**src/hw/rtl/btpf_pkg.sv**
```systemverilog
`timescale 1ns / 1ps
package btpf_pkg;

  localparam int unsigned VramBytes = 8192;
  localparam int unsigned VramAddrW = 13;
  localparam int unsigned PixW      = 8;
  localparam int unsigned CfgAddrW  = 5;
  localparam int unsigned CfgDataW  = 32;

  localparam logic CmdWrite  = 1'b0;
  localparam logic CmdRender = 1'b1;

  localparam logic [2:0] RegLcdControl = 3'd0;
  localparam logic [2:0] RegScrollY    = 3'd1;
  localparam logic [2:0] RegScrollX    = 3'd2;
  localparam logic [2:0] RegWindowY    = 3'd3;
  localparam logic [2:0] RegWindowX    = 3'd4;
  localparam logic [2:0] RegBgPalette  = 3'd5;

  localparam logic [7:0] LcdControlRst = 8'd145;
  localparam logic [7:0] BgPaletteRst  = 8'd252;

  // lcd_control bit positions
  localparam int unsigned LcdcBgMap    = 3;
  localparam int unsigned LcdcTileMode = 4;
  localparam int unsigned LcdcWinEn    = 5;
  localparam int unsigned LcdcWinMap   = 6;

  localparam logic [7:0] LastLine   = 8'd143;
  localparam logic [7:0] LastColumn = 8'd159;
  localparam logic [7:0] WinXOffset = 8'd7;

  // tile maps sit at 0x1800 / 0x1C00: top two address bits are 11, bit 10 picks the map
  localparam logic [1:0] MapBaseHi = 2'b11;
  // signed tile data centers on 0x1000: block index of 0x0800 in 16-byte units
  localparam logic [8:0] TileSignedBlk = 9'h080;
  localparam logic [7:0] TileSignFlip  = 8'h80;

  localparam logic [1:0] ShadeWhite = 2'd0;
  localparam logic [1:0] ShadeLight = 2'd1;
  localparam logic [1:0] ShadeDark  = 2'd2;

  typedef struct packed {
    logic [7:0] lcd_control;
    logic [7:0] scroll_y;
    logic [7:0] scroll_x;
    logic [7:0] window_y;
    logic [7:0] window_x;
    logic [7:0] bg_palette;
  } cfg_t;

  function automatic logic [7:0] grey_of(input logic [1:0] shade);
    logic [7:0] g;
    case (shade)
      ShadeWhite: g = 8'hFF;
      ShadeLight: g = 8'hCC;
      ShadeDark:  g = 8'h77;
      default:    g = 8'h00;
    endcase
    return g;
  endfunction

endpackage

```
**src/hw/rtl/btpf_cfg.sv**
```systemverilog
`timescale 1ns / 1ps
module btpf_cfg (
  input  logic                            clk_i,
  input  logic                            rst_ni,
  input  logic                            psel,
  input  logic                            penable,
  input  logic                            pwrite,
  input  logic [btpf_pkg::CfgAddrW-1:0]   paddr,
  input  logic [btpf_pkg::CfgDataW-1:0]   pwdata,
  output logic [btpf_pkg::CfgDataW-1:0]   prdata,
  output logic                            pready,
  output btpf_pkg::cfg_t                  cfg_o
);
  import btpf_pkg::*;

  cfg_t       cfg_q, cfg_d;
  logic       wr_en;
  logic [2:0] reg_idx;
  logic [7:0] wbyte;
  logic [7:0] rbyte;

  assign pready  = 1'b1;
  assign wr_en   = psel && penable && pwrite;
  assign reg_idx = paddr[CfgAddrW-1:2];
  assign wbyte   = pwdata[7:0];

  always_comb begin
    cfg_d = cfg_q;
    if (wr_en) begin
      case (reg_idx)
        RegLcdControl: cfg_d.lcd_control = wbyte;
        RegScrollY:    cfg_d.scroll_y    = wbyte;
        RegScrollX:    cfg_d.scroll_x    = wbyte;
        RegWindowY:    cfg_d.window_y    = wbyte;
        RegWindowX:    cfg_d.window_x    = wbyte;
        RegBgPalette:  cfg_d.bg_palette  = wbyte;
        default: ;
      endcase
    end
  end

  always_ff @(posedge clk_i or negedge rst_ni) begin
    if (!rst_ni) begin
      cfg_q.lcd_control <= LcdControlRst;
      cfg_q.scroll_y    <= '0;
      cfg_q.scroll_x    <= '0;
      cfg_q.window_y    <= '0;
      cfg_q.window_x    <= '0;
      cfg_q.bg_palette  <= BgPaletteRst;
    end else begin
      cfg_q <= cfg_d;
    end
  end

  always_comb begin
    case (reg_idx)
      RegLcdControl: rbyte = cfg_q.lcd_control;
      RegScrollY:    rbyte = cfg_q.scroll_y;
      RegScrollX:    rbyte = cfg_q.scroll_x;
      RegWindowY:    rbyte = cfg_q.window_y;
      RegWindowX:    rbyte = cfg_q.window_x;
      RegBgPalette:  rbyte = cfg_q.bg_palette;
      default:       rbyte = '0;
    endcase
  end

  assign prdata = {{(CfgDataW-8){1'b0}}, rbyte};
  assign cfg_o  = cfg_q;

endmodule

```
**config.mk**
```make
export PLATFORM = sky130hd
export DESIGN_NAME = btpf_cfg
export DESIGN_NICKNAME = d
export VERILOG_FILES = /design/src/hw/rtl/btpf_pkg.sv /design/src/hw/rtl/btpf_cfg.sv
export SDC_FILE = /design/constraint.sdc
export NUM_CORES = 1
export LEC_CHECK = 0
export BUFFER_PORTS_ARGS = -buffer_cell sky130_fd_sc_hd__buf_4
export CORE_ASPECT_RATIO = 0.75
export CORE_UTILIZATION = 39
export CTS_BUF_LIST = sky130_fd_sc_hd__clkbuf_8
export DETAILED_ROUTE_END_ITERATION = 7
export PLACE_DENSITY = 0.72
export SLEW_MARGIN = 20
export SYNTH_ARGS = -nofsm -noshare
export SYNTH_HDL_FRONTEND = slang
export SYNTH_SLANG_ARGS = --single-unit
```
**constraint.sdc**
```tcl
create_clock -name clk_i -period 1.3 [get_ports clk_i]
set_input_delay 0.13 -clock clk_i [delete_from_list [all_inputs] [get_ports clk_i]]
set_output_delay 0.13 -clock clk_i [all_outputs]
set_load 0.01 [all_outputs]
```
==> metrics <==
worst rel slew slack 0.590; Hold Crit Start pwdata[4]; number of synthesis warnings 0; P per Cell Area 1290 nW/um2; combinational power share 0.350; DR pass1 iterations 5; Critical Path Slowest Stage Cell dfstp_2; Largest delay share family, worst path flip-flops; Final GP Congestion 0.740; Die Ht 71.3 um; global route total overflow 0; crit end category output pin; Commonest cells post-synth mux2_2 (56), dfrtp_1 (39), buf_4 (26), mux2i_1 (12), dfstp_2 (9); Synth Area per Inst 13.3 um2; n_diodes 0; die footprint 6720 um2; Mapped Cells 187; Compound-Gate Fraction of Synth Area 0.0381; Arr. time, crit path 1.46 ns; drt initial violations 75; Flop pwr share 0.460; IO Port Bufs 71; H-tree depth 2; largest net degree at the start of global routing 49; initial antenna violation count 0; row count 24; CTS tree yes; Post-synth EDFFs 0; top-area cell type share of the netlist area 0.391; RSZ-0062 raised after global routing yes; Chip Width 94.4 um; worst r2r src cfg_o[42]; Final Cycle Share 1.22; post-detail-place hpwl 4.38 mm; Worst Hold Slack 0.101 ns; CTS Root Cell clkbuf_8; Avg WL per Cell 16.2 um; critical path launch point cfg_o[40]; layout cells sized above 1 0.664; startpoint types flop; Residual DRC 0; Syn-to-layout area delta 38.6%; Setup WS pre-CTS -0.0352 ns; critical setup path kind flop to output pin; Final Non-Filler Cells 373; fin util 0.579; Post-Synth Adder-Cell Area 0; total detailed-routing wirelength 6.05 mm; Tmin final 1.59 ns; vias in the first global route 1808; Clock power frac 0.191; Placed Instance Area 3220 um2; biggest cell delay along the critical path 0.55 ns; Final Hold Violating Endpoints 0; total I/O pin count 123; Post-synth ARST share 1.00; synthesized-area fraction occupied by and/or/nand/nor cells 0.0787; DR vias/cell 4.85; core footprint 5980 um2; worst-margin pin slew 0.614 ns; worst-path maximum fanout 2; number of flip-flops in the largest register 48; max-slew violation count 0; proportion of synthesized area in mux cells 0.301; top_reg_cell synth dfrtp_1; main combinational cell family by area after synthesis multiplexers; Synth cell types 21; status finished with violations; Crit path buffers/inverters 1; failing checks setup timing; Seq cells post-synth 48; Internal Power 0.00310 W; GRT Overall Usage 0.187; clock sinks 48; cts bufs inserted 5; first-pass GRT wire length 9.48 mm; Max Cap Viol 0; final net count 336; Hold/Removal Path Class input port to flop; Net Sw Frac 0.306; Leakage 1.71 nW; sequential-to-total area share from yosys stat 0.486; sw power 0.00137 W; Clock Tree Buf Depth 2; Initial Util 0.418; dominant cells by area after synthesis dfrtp_1 (39%), mux2_2 (25%), dfstp_2 (9.5%); Clock Latency Late Sink 0.30 ns; mapped cell area 2490 um2; Filler Cell Count 499; Max Clk Rate 631 MHz; CP Data Required Time 1.17 ns; Worst VDD drop 0.000694 V; clock-pin slew on the worst setup and hold paths 0.09 ns; antenna viol nets, final 0; biggest area consumer among synthesized cells dfrtp_1; Inst Count DP 352; most numerous cell in the Yosys netlist mux2_2; vias 1810; critical-path cell list mux2i_1 -> or3_1 -> o221ai_2 -> buf_4; final worst slack -0.286 ns; final setup fails 8; Finished Cell Area 3460 um2; clock skew 0 ns; XOR/XNOR share of the synthesized area 0
==> stage by stage <==
step / setup TNS (ns) / total power (W)
after floorplan: 0 / 0.00276
after global placement: -0.345 / 0.00345
after detailed placement: -0.715 / 0.00349
after CTS: -1.77 / 0.00448
after global routing: -2.25 / 0.00471
final: -1.70 / 0.00446
==> worst paths after layout <==
kind | endpoint | slack [ns] | depth (start not counted)
setup / recovery | prdata[0] | -0.29 | 4
hold / removal | cfg_o[36] | 0.10 | 2
setup reg to reg | cfg_o[42] | 0.30 | 3
hold reg to reg | cfg_o[35] | 0.54 | 1
max in group asynchronous | cfg_o[37] | 0.48 | 2
min in group asynchronous | cfg_o[12] | 0.40 | 2
==> layer usage <==
| metal | wire length [um] | GRT usage |
|---|---|---|
| met1 | 2730 | 0.266 |
| met2 | 2980 | 0.293 |
| met3 | 307 | 0.0382 |
| met4 | 32 | 0.0462 |
| met5 | 0 | 0 |
==> cells by family after synthesis <==
logic type,Yosys count
AOI/OAI and AO/OA,12
DFF,48
buffers and inverters,34
other,2
and+or+nand+nor,23
muxes,68
==> layout make-up <==
cell class              instances  area, um2  share of cell area
clock buffers                   5       68.8              0.0199
repair buffers                110        866               0.250
well taps                      78       97.6              0.0282
inverters                       1       3.75             0.00109
clock inverters                 3       12.5             0.00362
flip-flops and latches         48       1210               0.351
multi-input cells             128       1200               0.346
==> power groups by stage <==
stage	Sequential [W]	Clock (W)	Combinational (W)
2_1_floorplan	0.00218	0	0.000577
3_3_place_gp	0.00208	0	0.00137
3_5_place_dp	0.00209	0	0.00140
4_1_cts	0.00205	0.000879	0.00155
5_1_grt	0.00210	0.000931	0.00168
6_report	0.00205	0.000852	0.00156
==> placed cells by master, fill, tap and decap left out, drive strengths merged <==
cell type	instances
inv	3
or3	4
buf	109
nand2b	2
o221ai	4
a221oi	4
conb	25
dfrtp	39
dlygate4sd3	1
mux2	56
nor2	4
dfstp	9
nand4b	1
nor3	2
clkinv	1
mux2i	12
clkbuf	5
nand2	8
a31oi	4
nor2b	1
nand4	1
==> what timing repair did <==
| action | in CTS | in global routing |
|---|---|---|
| pin swaps | 2 | 0 |
| endpoints found under the setup margin | 8 | 8 |
| hold buffers | 1 | 0 |
| setup buffers | 10 | 2 |
| endpoints found under the hold margin | 39 | 0 |
| gates resized for setup | 9 | 2 |
No activity file was read; power rests on OpenSTA's default activity.
